`src/sdm_pkg.sv`:
```
package sdm_pkg;

  typedef enum logic [2:0] {
    ST_IDLE,
    ST_LOOK,
    ST_READ,
    ST_MUL,
    ST_DIV1,
    ST_DIV2
  } state_e;

  typedef enum logic [1:0] {
    OP_CAL,
    OP_ANGLE,
    OP_SPIN,
    OP_STOP
  } op_e;

  typedef enum logic [1:0] {
    DEN_270,
    DEN_180,
    DEN_US
  } den_e;

  localparam logic [2:0] ACT_CAL   = 3'd0;
  localparam logic [2:0] ACT_ANGLE = 3'd1;
  localparam logic [2:0] ACT_SPIN  = 3'd2;
  localparam logic [2:0] ACT_STOP  = 3'd3;
  localparam logic [2:0] ACT_MOVE  = 3'd4;
  localparam logic [2:0] ACT_MOVE2 = 3'd5;
  localparam logic [2:0] ACT_RSTOP = 3'd6;

  localparam logic [2:0] DIR_FWD   = 3'd0;
  localparam logic [2:0] DIR_BACK  = 3'd1;
  localparam logic [2:0] DIR_TURNL = 3'd2;
  localparam logic [2:0] DIR_TURNR = 3'd3;
  localparam logic [2:0] DIR_SPINL = 3'd4;
  localparam logic [2:0] DIR_SPINR = 3'd5;

  localparam logic [2:0] REG_LEFT_PIN  = 3'd0;
  localparam logic [2:0] REG_RIGHT_PIN = 3'd1;
  localparam logic [2:0] REG_DEF_MIN   = 3'd2;
  localparam logic [2:0] REG_DEF_MAX   = 3'd3;

  localparam logic [15:0] DEF_MIN_RST = 16'd1966;
  localparam logic [15:0] DEF_MAX_RST = 16'd7864;
  localparam logic [15:0] DUTY_FULL   = 16'hFFFF;

  localparam logic [8:0] ANGLE_MAX = 9'd270;
  localparam logic [6:0] SPEED_MAX = 7'd100;
  localparam logic [7:0] SPIN_MID  = 8'd90;

  localparam int DIV_SHIFT = 31;
  localparam logic [14:0] DEN_VAL_270 = 15'd270;
  localparam logic [14:0] DEN_VAL_180 = 15'd180;
  localparam logic [14:0] DEN_VAL_US  = 15'd20000;
  localparam logic [23:0] RECIP_270 = 24'((64'd1 << DIV_SHIFT) / 64'd270);
  localparam logic [23:0] RECIP_180 = 24'((64'd1 << DIV_SHIFT) / 64'd180);
  localparam logic [23:0] RECIP_US  = 24'((64'd1 << DIV_SHIFT) / 64'd20000);

  function automatic logic [14:0] den_value(den_e d);
    case (d)
      DEN_270: den_value = DEN_VAL_270;
      DEN_180: den_value = DEN_VAL_180;
      default: den_value = DEN_VAL_US;
    endcase
  endfunction

  function automatic logic [23:0] den_recip(den_e d);
    case (d)
      DEN_270: den_recip = RECIP_270;
      DEN_180: den_recip = RECIP_180;
      default: den_recip = RECIP_US;
    endcase
  endfunction

endpackage

```
`src/servo_channel_duty_mapper.sv`:
```
// One command at a time; busy_o is high from acceptance until the command is done.
// Per wheel: stop or table-full status comes from the lookup alone; angle/spin runs lookup, bounds
// memory read, span multiply, reciprocal multiply, correction; calibrate divides min, then max.
// Robot commands run both wheels back to back, one result per wheel.
// Results are one-cycle strobes on res_valid_o; the receiver cannot stall them.
// Reset (async, active low) empties the channel table and restores register defaults.
module servo_channel_duty_mapper #(
  parameter int CHANNELS = 8
) (
  input  logic               clk_i,
  input  logic               rst_ni,
  input  logic               start_i,
  output logic               busy_o,
  input  logic [2:0]         action_i,
  input  logic [5:0]         pin_i,
  input  logic [2:0]         direction_i,
  input  logic signed [10:0] amount_i,
  input  logic signed [10:0] right_speed_i,
  input  logic [14:0]        min_pulse_us_i,
  input  logic [14:0]        max_pulse_us_i,
  input  logic               cfg_valid_i,
  output logic               cfg_ready_o,
  input  logic [2:0]         cfg_index_i,
  input  logic [15:0]        cfg_data_i,
  output logic               res_valid_o,
  output logic [5:0]         out_pin_o,
  output logic [2:0]         channel_o,
  output logic [15:0]        duty_o,
  output logic               status_o,
  output logic               last_o
);
  import sdm_pkg::*;

  localparam int IW = (CHANNELS > 1) ? $clog2(CHANNELS) : 1;
  localparam int UW = $clog2(CHANNELS + 1);

  state_e state_q, state_d;

  logic [5:0]  left_pin_q, right_pin_q;
  logic [15:0] def_min_q, def_max_q;
  logic [UW-1:0] used_q, used_d;

  logic [5:0]         pin_tab_q [CHANNELS];
  logic [31:0]        bounds_mem [CHANNELS];
  logic [31:0]        rdata_q;

  op_e                op_q, op_d;
  den_e               den_q, den_d;
  logic               two_q, two_d;
  logic               wsel_q, wsel_d;
  logic               phase_q, phase_d;
  logic [5:0]         wpin_q [2];
  logic [5:0]         wpin_d [2];
  logic               wrev_q [2];
  logic               wrev_d [2];
  logic signed [10:0] wspd_q [2];
  logic signed [10:0] wspd_d [2];
  logic [14:0]        min_us_q, min_us_d, max_us_q, max_us_d;
  logic [IW-1:0]      idx_q, idx_d;
  logic [8:0]         num_q, num_d;
  logic [30:0]        dvd_q, dvd_d;
  logic [54:0]        prod_q, prod_d;
  logic [15:0]        lo_q, lo_d;
  logic [15:0]        cal_min_q, cal_min_d;

  logic        res_valid_q, res_valid_d;
  logic [5:0]  res_pin_q, res_pin_d;
  logic [2:0]  res_chan_q, res_chan_d;
  logic [15:0] res_duty_q, res_duty_d;
  logic        res_status_q, res_status_d;
  logic        res_last_q, res_last_d;

  logic          mem_we;
  logic [IW-1:0] mem_waddr;
  logic [31:0]   mem_wdata;
  logic          mem_re;

  // command decode
  logic               cmd_ok;
  op_e                cmd_op;
  logic               cmd_two;
  logic [5:0]         cmd_pin [2];
  logic               cmd_rev [2];
  logic signed [10:0] cmd_spd [2];

  // lookup
  logic [5:0]    cur_pin;
  logic          cur_rev;
  logic signed [10:0] cur_spd;
  logic          hit;
  logic [IW-1:0] hit_idx;
  logic          full;
  logic          look_fail;
  logic          more;

  // arithmetic
  logic [8:0]         angle_num;
  logic [6:0]         spd_clamp;
  logic [9:0]         spd_x9;
  logic [17:0]        g_full;
  logic [6:0]         g_val;
  logic [7:0]         spin_num;
  logic signed [16:0] span;
  logic signed [26:0] p_mul;
  logic signed [31:0] p_bias;
  logic [23:0]        q_est;
  logic [31:0]        q_back;
  logic [31:0]        q_rem;
  logic [23:0]        q_fix;
  logic [15:0]        q_sat;

  assign busy_o      = (state_q != ST_IDLE);
  // register writes only between commands
  assign cfg_ready_o = (state_q == ST_IDLE) && !start_i;
  assign res_valid_o = res_valid_q;
  assign out_pin_o   = res_pin_q;
  assign channel_o   = res_chan_q;
  assign duty_o      = res_duty_q;
  assign status_o    = res_status_q;
  assign last_o      = res_last_q;

  always_comb begin
    cmd_ok     = 1'b1;
    cmd_op     = OP_SPIN;
    cmd_two    = 1'b0;
    cmd_pin[0] = pin_i;
    cmd_pin[1] = right_pin_q;
    cmd_rev[0] = (direction_i != DIR_FWD);
    cmd_rev[1] = 1'b0;
    cmd_spd[0] = amount_i;
    cmd_spd[1] = amount_i;
    case (action_i)
      ACT_CAL:   cmd_op = OP_CAL;
      ACT_ANGLE: cmd_op = OP_ANGLE;
      ACT_SPIN:  cmd_op = OP_SPIN;
      ACT_STOP:  cmd_op = OP_STOP;
      ACT_MOVE: begin
        cmd_two    = 1'b1;
        cmd_pin[0] = left_pin_q;
        case (direction_i)
          DIR_FWD: begin
            cmd_rev[0] = 1'b0; cmd_rev[1] = 1'b1;
          end
          DIR_BACK: begin
            cmd_rev[0] = 1'b1; cmd_rev[1] = 1'b0;
          end
          DIR_TURNL: begin
            cmd_rev[0] = 1'b0; cmd_rev[1] = 1'b1; cmd_spd[0] = '0;
          end
          DIR_TURNR: begin
            cmd_rev[0] = 1'b0; cmd_rev[1] = 1'b1; cmd_spd[1] = '0;
          end
          DIR_SPINL: begin
            cmd_rev[0] = 1'b1; cmd_rev[1] = 1'b1;
          end
          DIR_SPINR: begin
            cmd_rev[0] = 1'b0; cmd_rev[1] = 1'b0;
          end
          default: cmd_ok = 1'b0;
        endcase
      end
      ACT_MOVE2: begin
        cmd_two    = 1'b1;
        cmd_pin[0] = left_pin_q;
        cmd_spd[1] = right_speed_i;
        case (direction_i)
          DIR_FWD: begin
            cmd_rev[0] = 1'b0; cmd_rev[1] = 1'b1;
          end
          DIR_BACK: begin
            cmd_rev[0] = 1'b1; cmd_rev[1] = 1'b0;
          end
          default: cmd_ok = 1'b0;
        endcase
      end
      ACT_RSTOP: begin
        cmd_op     = OP_STOP;
        cmd_two    = 1'b1;
        cmd_pin[0] = left_pin_q;
      end
      default: cmd_ok = 1'b0;
    endcase
  end

  assign cur_pin = wpin_q[wsel_q];
  assign cur_rev = wrev_q[wsel_q];
  assign cur_spd = wspd_q[wsel_q];
  assign more    = two_q && !wsel_q;
  assign full    = (used_q == UW'(CHANNELS));

  always_comb begin
    hit     = 1'b0;
    hit_idx = '0;
    for (int i = CHANNELS - 1; i >= 0; i--) begin
      if ((UW'(i) < used_q) && (pin_tab_q[i] == cur_pin)) begin
        hit     = 1'b1;
        hit_idx = IW'(i);
      end
    end
  end

  assign look_fail = !hit && full;

  // clamps and spin angle: g = floor(s*90/100) = floor(9s/10)
  always_comb begin
    if (cur_spd < 0) begin
      angle_num = '0;
      spd_clamp = '0;
    end else begin
      angle_num = (cur_spd > $signed({2'b0, ANGLE_MAX})) ? ANGLE_MAX : cur_spd[8:0];
      spd_clamp = (cur_spd > $signed({4'b0, SPEED_MAX})) ? SPEED_MAX : cur_spd[6:0];
    end
  end

  assign spd_x9   = {3'b0, spd_clamp} * 10'd9;
  assign g_full   = {8'b0, spd_x9} * 18'd205;
  assign g_val    = g_full[17:11];
  assign spin_num = cur_rev ? (SPIN_MID - {1'b0, g_val}) : (SPIN_MID + {1'b0, g_val});

  assign span   = $signed({1'b0, rdata_q[31:16]}) - $signed({1'b0, rdata_q[15:0]});
  assign p_mul  = $signed({18'b0, num_q}) * $signed({{10{span[16]}}, span});
  assign p_bias = 32'(p_mul) + $signed({1'b0, den_value(den_q), 16'b0});

  assign q_est  = prod_q[54:31];
  assign q_back = {8'b0, q_est} * {17'b0, den_value(den_q)};
  assign q_rem  = {1'b0, dvd_q} - q_back;
  assign q_fix  = (q_rem >= {17'b0, den_value(den_q)}) ? (q_est + 24'd1) : q_est;
  assign q_sat  = (|q_fix[23:16]) ? DUTY_FULL : q_fix[15:0];

  always_comb begin
    state_d = state_q;
    case (state_q)
      ST_IDLE: begin
        if (start_i && cmd_ok) state_d = ST_LOOK;
      end
      ST_LOOK: begin
        if (look_fail || op_q == OP_STOP) begin
          state_d = more ? ST_LOOK : ST_IDLE;
        end else if (op_q == OP_CAL) begin
          state_d = ST_DIV1;
        end else begin
          state_d = ST_READ;
        end
      end
      ST_READ: state_d = ST_MUL;
      ST_MUL:  state_d = ST_DIV1;
      ST_DIV1: state_d = ST_DIV2;
      ST_DIV2: begin
        if (op_q == OP_CAL) begin
          state_d = phase_q ? ST_IDLE : ST_DIV1;
        end else begin
          state_d = more ? ST_LOOK : ST_IDLE;
        end
      end
      default: state_d = ST_IDLE;
    endcase
  end

  always_comb begin
    used_d    = used_q;
    op_d      = op_q;
    den_d     = den_q;
    two_d     = two_q;
    wsel_d    = wsel_q;
    phase_d   = phase_q;
    wpin_d    = wpin_q;
    wrev_d    = wrev_q;
    wspd_d    = wspd_q;
    min_us_d  = min_us_q;
    max_us_d  = max_us_q;
    idx_d     = idx_q;
    num_d     = num_q;
    dvd_d     = dvd_q;
    prod_d    = prod_q;
    lo_d      = lo_q;
    cal_min_d = cal_min_q;

    res_valid_d  = 1'b0;
    res_pin_d    = res_pin_q;
    res_chan_d   = res_chan_q;
    res_duty_d   = res_duty_q;
    res_status_d = res_status_q;
    res_last_d   = res_last_q;

    mem_we    = 1'b0;
    mem_waddr = idx_q;
    mem_wdata = {def_max_q, def_min_q};
    mem_re    = 1'b0;

    case (state_q)
      ST_IDLE: begin
        if (start_i) begin
          op_d     = cmd_op;
          two_d    = cmd_two;
          wsel_d   = 1'b0;
          wpin_d   = cmd_pin;
          wrev_d   = cmd_rev;
          wspd_d   = cmd_spd;
          min_us_d = min_pulse_us_i;
          max_us_d = max_pulse_us_i;
        end
      end
      ST_LOOK: begin
        if (hit) begin
          idx_d = hit_idx;
        end else if (!full) begin
          idx_d     = used_q[IW-1:0];
          used_d    = used_q + UW'(1);
          mem_we    = 1'b1;
          mem_waddr = used_q[IW-1:0];
        end
        if (look_fail || op_q == OP_STOP) begin
          res_valid_d  = 1'b1;
          res_pin_d    = cur_pin;
          res_chan_d   = look_fail ? 3'd0 : 3'(hit ? hit_idx : used_q[IW-1:0]);
          res_duty_d   = look_fail ? 16'd0 : DUTY_FULL;
          res_status_d = look_fail;
          res_last_d   = !more;
          if (more) wsel_d = 1'b1;
        end
        case (op_q)
          OP_CAL: begin
            den_d   = DEN_US;
            phase_d = 1'b0;
            dvd_d   = {min_us_q, 16'b0} - {16'b0, min_us_q};
          end
          OP_ANGLE: begin
            den_d = DEN_270;
            num_d = angle_num;
          end
          default: begin
            den_d = DEN_180;
            num_d = {1'b0, spin_num};
          end
        endcase
      end
      ST_READ: mem_re = 1'b1;
      ST_MUL: begin
        dvd_d = p_bias[30:0];
        lo_d  = rdata_q[15:0];
      end
      ST_DIV1: prod_d = {24'b0, dvd_q} * {31'b0, den_recip(den_q)};
      ST_DIV2: begin
        if (op_q == OP_CAL) begin
          if (!phase_q) begin
            cal_min_d = q_sat;
            phase_d   = 1'b1;
            dvd_d     = {max_us_q, 16'b0} - {16'b0, max_us_q};
          end else begin
            mem_we    = 1'b1;
            mem_wdata = {q_sat, cal_min_q};
          end
        end else begin
          // bias of den<<16 drops out modulo 2^16
          res_valid_d  = 1'b1;
          res_pin_d    = cur_pin;
          res_chan_d   = 3'(idx_q);
          res_duty_d   = lo_q + q_fix[15:0];
          res_status_d = 1'b0;
          res_last_d   = !more;
          if (more) wsel_d = 1'b1;
        end
      end
      default: ;
    endcase
  end

  always_ff @(posedge clk_i or negedge rst_ni) begin
    if (!rst_ni) begin
      state_q     <= ST_IDLE;
      used_q      <= '0;
      res_valid_q <= 1'b0;
      left_pin_q  <= '0;
      right_pin_q <= '0;
      def_min_q   <= DEF_MIN_RST;
      def_max_q   <= DEF_MAX_RST;
    end else begin
      state_q     <= state_d;
      used_q      <= used_d;
      res_valid_q <= res_valid_d;
      if (cfg_valid_i && cfg_ready_o) begin
        case (cfg_index_i)
          REG_LEFT_PIN:  left_pin_q  <= cfg_data_i[5:0];
          REG_RIGHT_PIN: right_pin_q <= cfg_data_i[5:0];
          REG_DEF_MIN:   def_min_q   <= cfg_data_i;
          REG_DEF_MAX:   def_max_q   <= cfg_data_i;
          default: ;
        endcase
      end
    end
  end

  always_ff @(posedge clk_i) begin
    op_q         <= op_d;
    den_q        <= den_d;
    two_q        <= two_d;
    wsel_q       <= wsel_d;
    phase_q      <= phase_d;
    wpin_q       <= wpin_d;
    wrev_q       <= wrev_d;
    wspd_q       <= wspd_d;
    min_us_q     <= min_us_d;
    max_us_q     <= max_us_d;
    idx_q        <= idx_d;
    num_q        <= num_d;
    dvd_q        <= dvd_d;
    prod_q       <= prod_d;
    lo_q         <= lo_d;
    cal_min_q    <= cal_min_d;
    res_pin_q    <= res_pin_d;
    res_chan_q   <= res_chan_d;
    res_duty_q   <= res_duty_d;
    res_status_q <= res_status_d;
    res_last_q   <= res_last_d;
    if (state_q == ST_LOOK && !hit && !full) begin
      pin_tab_q[used_q[IW-1:0]] <= cur_pin;
    end
  end

  always_ff @(posedge clk_i) begin
    if (mem_we) begin
      bounds_mem[mem_waddr] <= mem_wdata;
    end
    if (mem_re) begin
      rdata_q <= bounds_mem[idx_q];
    end
  end

endmodule

```
`config.mk`:
```
export PLATFORM = sky130hd
export DESIGN_NAME = servo_channel_duty_mapper
export DESIGN_NICKNAME = d
export VERILOG_FILES = /design/src/sdm_pkg.sv /design/src/servo_channel_duty_mapper.sv
export SDC_FILE = /design/constraint.sdc
export NUM_CORES = 2
export LEC_CHECK = 0
export BUFFER_PORTS_ARGS = -buffer_cell sky130_fd_sc_hd__buf_2
export CORE_MARGIN = 5
export CORE_UTILIZATION = 57
export DETAILED_ROUTE_END_ITERATION = 8
export PLACE_DENSITY_LB_ADDON = 0.15
export REMOVE_ABC_BUFFERS = 1
export SLEW_MARGIN = 20
export SYNTH_ARGS = -nofsm -noshare
export SYNTH_HDL_FRONTEND = slang
export SYNTH_SLANG_ARGS = --single-unit
export TNS_END_PERCENT = 20
```
`constraint.sdc`:
```
create_clock -name clk_i -period 21.4 [get_ports clk_i]
set_clock_uncertainty 0.1 [all_clocks]
set_input_delay 4.28 -clock clk_i [delete_from_list [all_inputs] [get_ports clk_i]]
set_output_delay 4.28 -clock clk_i [all_outputs]
set_load 0.01 [all_outputs]
```
==> results by group <==
Job
  • Number of max-cap violations: 0

Placed design
  • Final HPWL DP: 134 mm
  • Placed Cells: 7418
  • Placer's final routability congestion estimate: 0.941
  • Place WS: 8970 ps
  • PortBufs: 116

Setup path
  • Worst Path Max Fanout: 71
  • Number of cells traversed by the worst register-to-register path: 39
  • Setup CP Type: flop to flop
  • Critical path capture point: duty_o[15]
  • Reg2reg start: den_q[0]
  • Most numerous cell on the critical path: fa_1
  • Critical path endpoint category: flop
  • Required arrival time at the worst endpoint: about 22000 ps
  • Worst Setup SP: den_q[0]
  • Critical register-to-register path endpoint: duty_o[15]
  • Kind of start point of the critical path: flop
  • Cell at the slowest stage of the critical path: clkinv_1
  • Flop-to-flop setup slack: between 8000 and 9000 ps
  • Worst stage delay on the critical path: 720 ps
  • Crit path arrival time: about 13000 ps

Timing
  • Fin crit period: 12570 ps
  • Setup-violating endpoint count in the final report: 0
  • Final Max Tran Viols: 0
  • Part of the cycle the worst path needs: 58.7%
  • RSZ-0062 raised after global routing: false
  • Max Freq: 0.0796 GHz
  • Total negative setup slack: 0 ps
  • Final Hold Violating Endpoints: 0
  • Relative max-transition margin: 25.9%
  • Worst Slack Setup Final: 8830 ps
  • Slew of the pin with the lowest slew margin: approximately 1100 ps

Synthesis
  • Synth area leaders: fa_1, edfxtp_1, ha_1
  • Number of synthesized flops with an enable pin: ~540
  • Yosys top cell area share: 30.4%
  • Flip-flop and latch count after synthesis: 587
  • Main flop type after synthesis: edfxtp_1
  • Netlist cell types: 105
  • Cell type contributing the most total cell area after synthesis: fa_1
  • Gate count after technology mapping: 5920
  • Avg Inst Size Synth: ~11 sq um
  • Sequential-to-total area share from yosys stat: 27.1%
  • Total of warnings raised by yosys: 0
  • Mapped Area: 64100 sq um
  • Async S/R FF share, synth: between 8 and 9%

Floorplanning
  • Number of ports placed on the die boundary: about 120
  • Initial Util: 57.2%
  • Height of the die: 345 um
  • # rows: 123
  • Die width: 345 um
  • Core area: around 110000 sq um
  • Area enclosed by the die boundary: 119000 sq um

Clocking
  • CTS Buffer Depth: 3
  • CTS tree: built
  • Clock latency on the worst-skew pair: approximately 630 ps
  • Number of CTS-inserted buffers: 66
  • Register clock-pin slew on the reported worst setup and hold paths: 70 ps
  • Count of hold-fix buffers inserted at cts: 0
  • Sinks on the clock net: 587
  • Root buffer cell: clkbuf_16
  • Setup fix buffers added after clock tree synthesis: 0
  • Total number of H-tree levels: 3
  • Post-cts sizing count: 0

Cells and area
  • Post-Layout Cell Count: 7538
  • Fraction of layout instances using a drive strength above 1: 8.18%
  • Number of nets in the finished design: 7580
  • Number of diodes: 0
  • Layout filler cell count: 9388
  • Layout Utilization: 61.2%
  • Area grow syn2layout: 6.91%

Routing
  • Top routing layer used: met4
  • Total number of vias: 42299
  • Met2 wire length: 81.5 mm
  • Antenna Violating Nets Remaining: 0
  • Detailed-route wire length: 166 mm
  • Drt first pass iters: 8
  • Total met3 wirelength after detailed routing: 11.3 mm
  • Sum of routed wire segments on met1: 66.4 mm
  • Routed WL per cell: 22.0 um
  • Drt first-iter violations: between 3000 and 4000
  • Via-to-Cell Ratio: around 5.6
  • Count of unresolved DRC violations after routing: 0

Global route
  • Pin count of the biggest net entering global routing: 79
  • Initial antenna violation count: 1
  • Number of global-route vias before repair: 44632
  • Global-route wire length before repair: 261 mm
  • Tot GR Track Use: 28.2%
  • Residual overflow from global routing: 0

Worst hold path
  • Min-Delay Path Class: flop to flop
  • Number of stages on the worst hold path: 0

Status
  • Status: finished, final reports clean
-- state kept, by name, summed over array words and instances, names as in the netlist, 15 cells and up --
register / cells
def_max_q: 16
min_us_q: 15
max_us_q: 15
def_min_q: 16
pin_tab_q: 48
wspd_q: 22
lo_q: 16
dvd_q: 31
rdata_q: 32
duty_o: 16
prod_q: 24
cal_min_q: 16
bounds_mem: 256
-- critical path: cells and delay by family (launching register included) --
family	cells	cell delay [ps]
compound gates	14	3200
xor+xnor	1	220
buf+inv	7	2030
simple gates	8	2380
mux	1	450
flops	1	330
fa+ha+maj	8	3620
-- synth_stat cells, types with 38 or more instances --
master and n:
and2_1 122, nor2_1 257, o21ai_0 113, xor2_1 65
fa_1 974, xnor2_1 136, nand2_1 406, mux2_2 53
edfxtp_1 535, nor2b_1 59, or3_1 49, and3_1 60
nand2b_1 38, a21oi_1 125, clkbuf_1 137, mux4_2 64
nor3_1 65, inv_1 1476, nand3_1 77, ha_1 533
-- logic make-up (layout without fill, tap and decap cells) --
logic type	count (synthesis)	after routing	share of synthesized area (%)
AND/OR/NAND/NOR	1267	1267	9.73
flip-flops	587	587	27.1
buffers and inverters	1648	1766	9.76
XOR/XNOR	203	203	2.82
AO/OA/AOI/OAI	570	570	6.22
adder cells (fa/ha/maj)	1508	1508	40.8
multiplexers	137	137	3.53
-- layer usage --
metal,vias to the layer above,global-route usage [%]
met5,-,0
met4,0,10.0
met1,21367,37.7
li1,19108,-
met2,1522,47.7
met3,302,3.81
-- metrics by stage --
stage / hold WS, ps / area, sq um
floorplan: 319 / 63400
global placement: 324 / 66400
detailed placement: 332 / 66400
CTS: 334 / 68500
global route: 341 / 68500
finish: 345 / 68500
-- layout by cell type (no fill, tap or decap), types with 35 or more instances in the layout --
cell type / synthesis / layout
nand2b_1: 38 / 38
a21oi_1: 125 / 125
nor3_1: 65 / 64
xnor2_1: 136 / 136
a21o_1: 35 / 35
nor2_1: 257 / 248
buf_4: 2 / 51
mux2_2: 53 / 53
and2_1: 122 / 122
buf_2: 4 / 116
nand2_1: 406 / 406
fa_1: 974 / 974
ha_1: 533 / 533
edfxtp_1: 535 / 535
mux4_2: 64 / 64
nand3_1: 77 / 77
and3_1: 60 / 59
xor2_1: 65 / 65
or3_1: 49 / 49
o21ai_0: 113 / 113
nor2b_1: 59 / 58
dfrtp_1: 36 / 36
inv_1: 1476 / 1474
clkbuf_16: 0 / 67
-- worst min path at each step --
stage               slack [ps]      startpoint         to
finish                     340      rdata_q[4]    lo_q[4]
global route               340      rdata_q[6]    lo_q[6]
CTS                        330      rdata_q[6]    lo_q[6]
detailed placement         330  right_pin_q[5]  wpin_q[5]
global placement           320  right_pin_q[1]  wpin_q[1]
floorplan                  320  right_pin_q[0]  wpin_q[0]
-- final cells by class --
type	count	area [sq um]	share of cell area, %
inverters	1479	5550	8.10
clock buffers	83	1800	2.62
well taps	1500	1880	2.74
multi-input cells	3685	40600	59.2
flip-flops and latches	587	17400	25.4
clock inverters	37	374	0.546
repair buffers	167	963	1.41
Power is left out: the tool's default activity adds up to more than one toggle a clock period on the data nets, which glitch-free logic cannot reach.
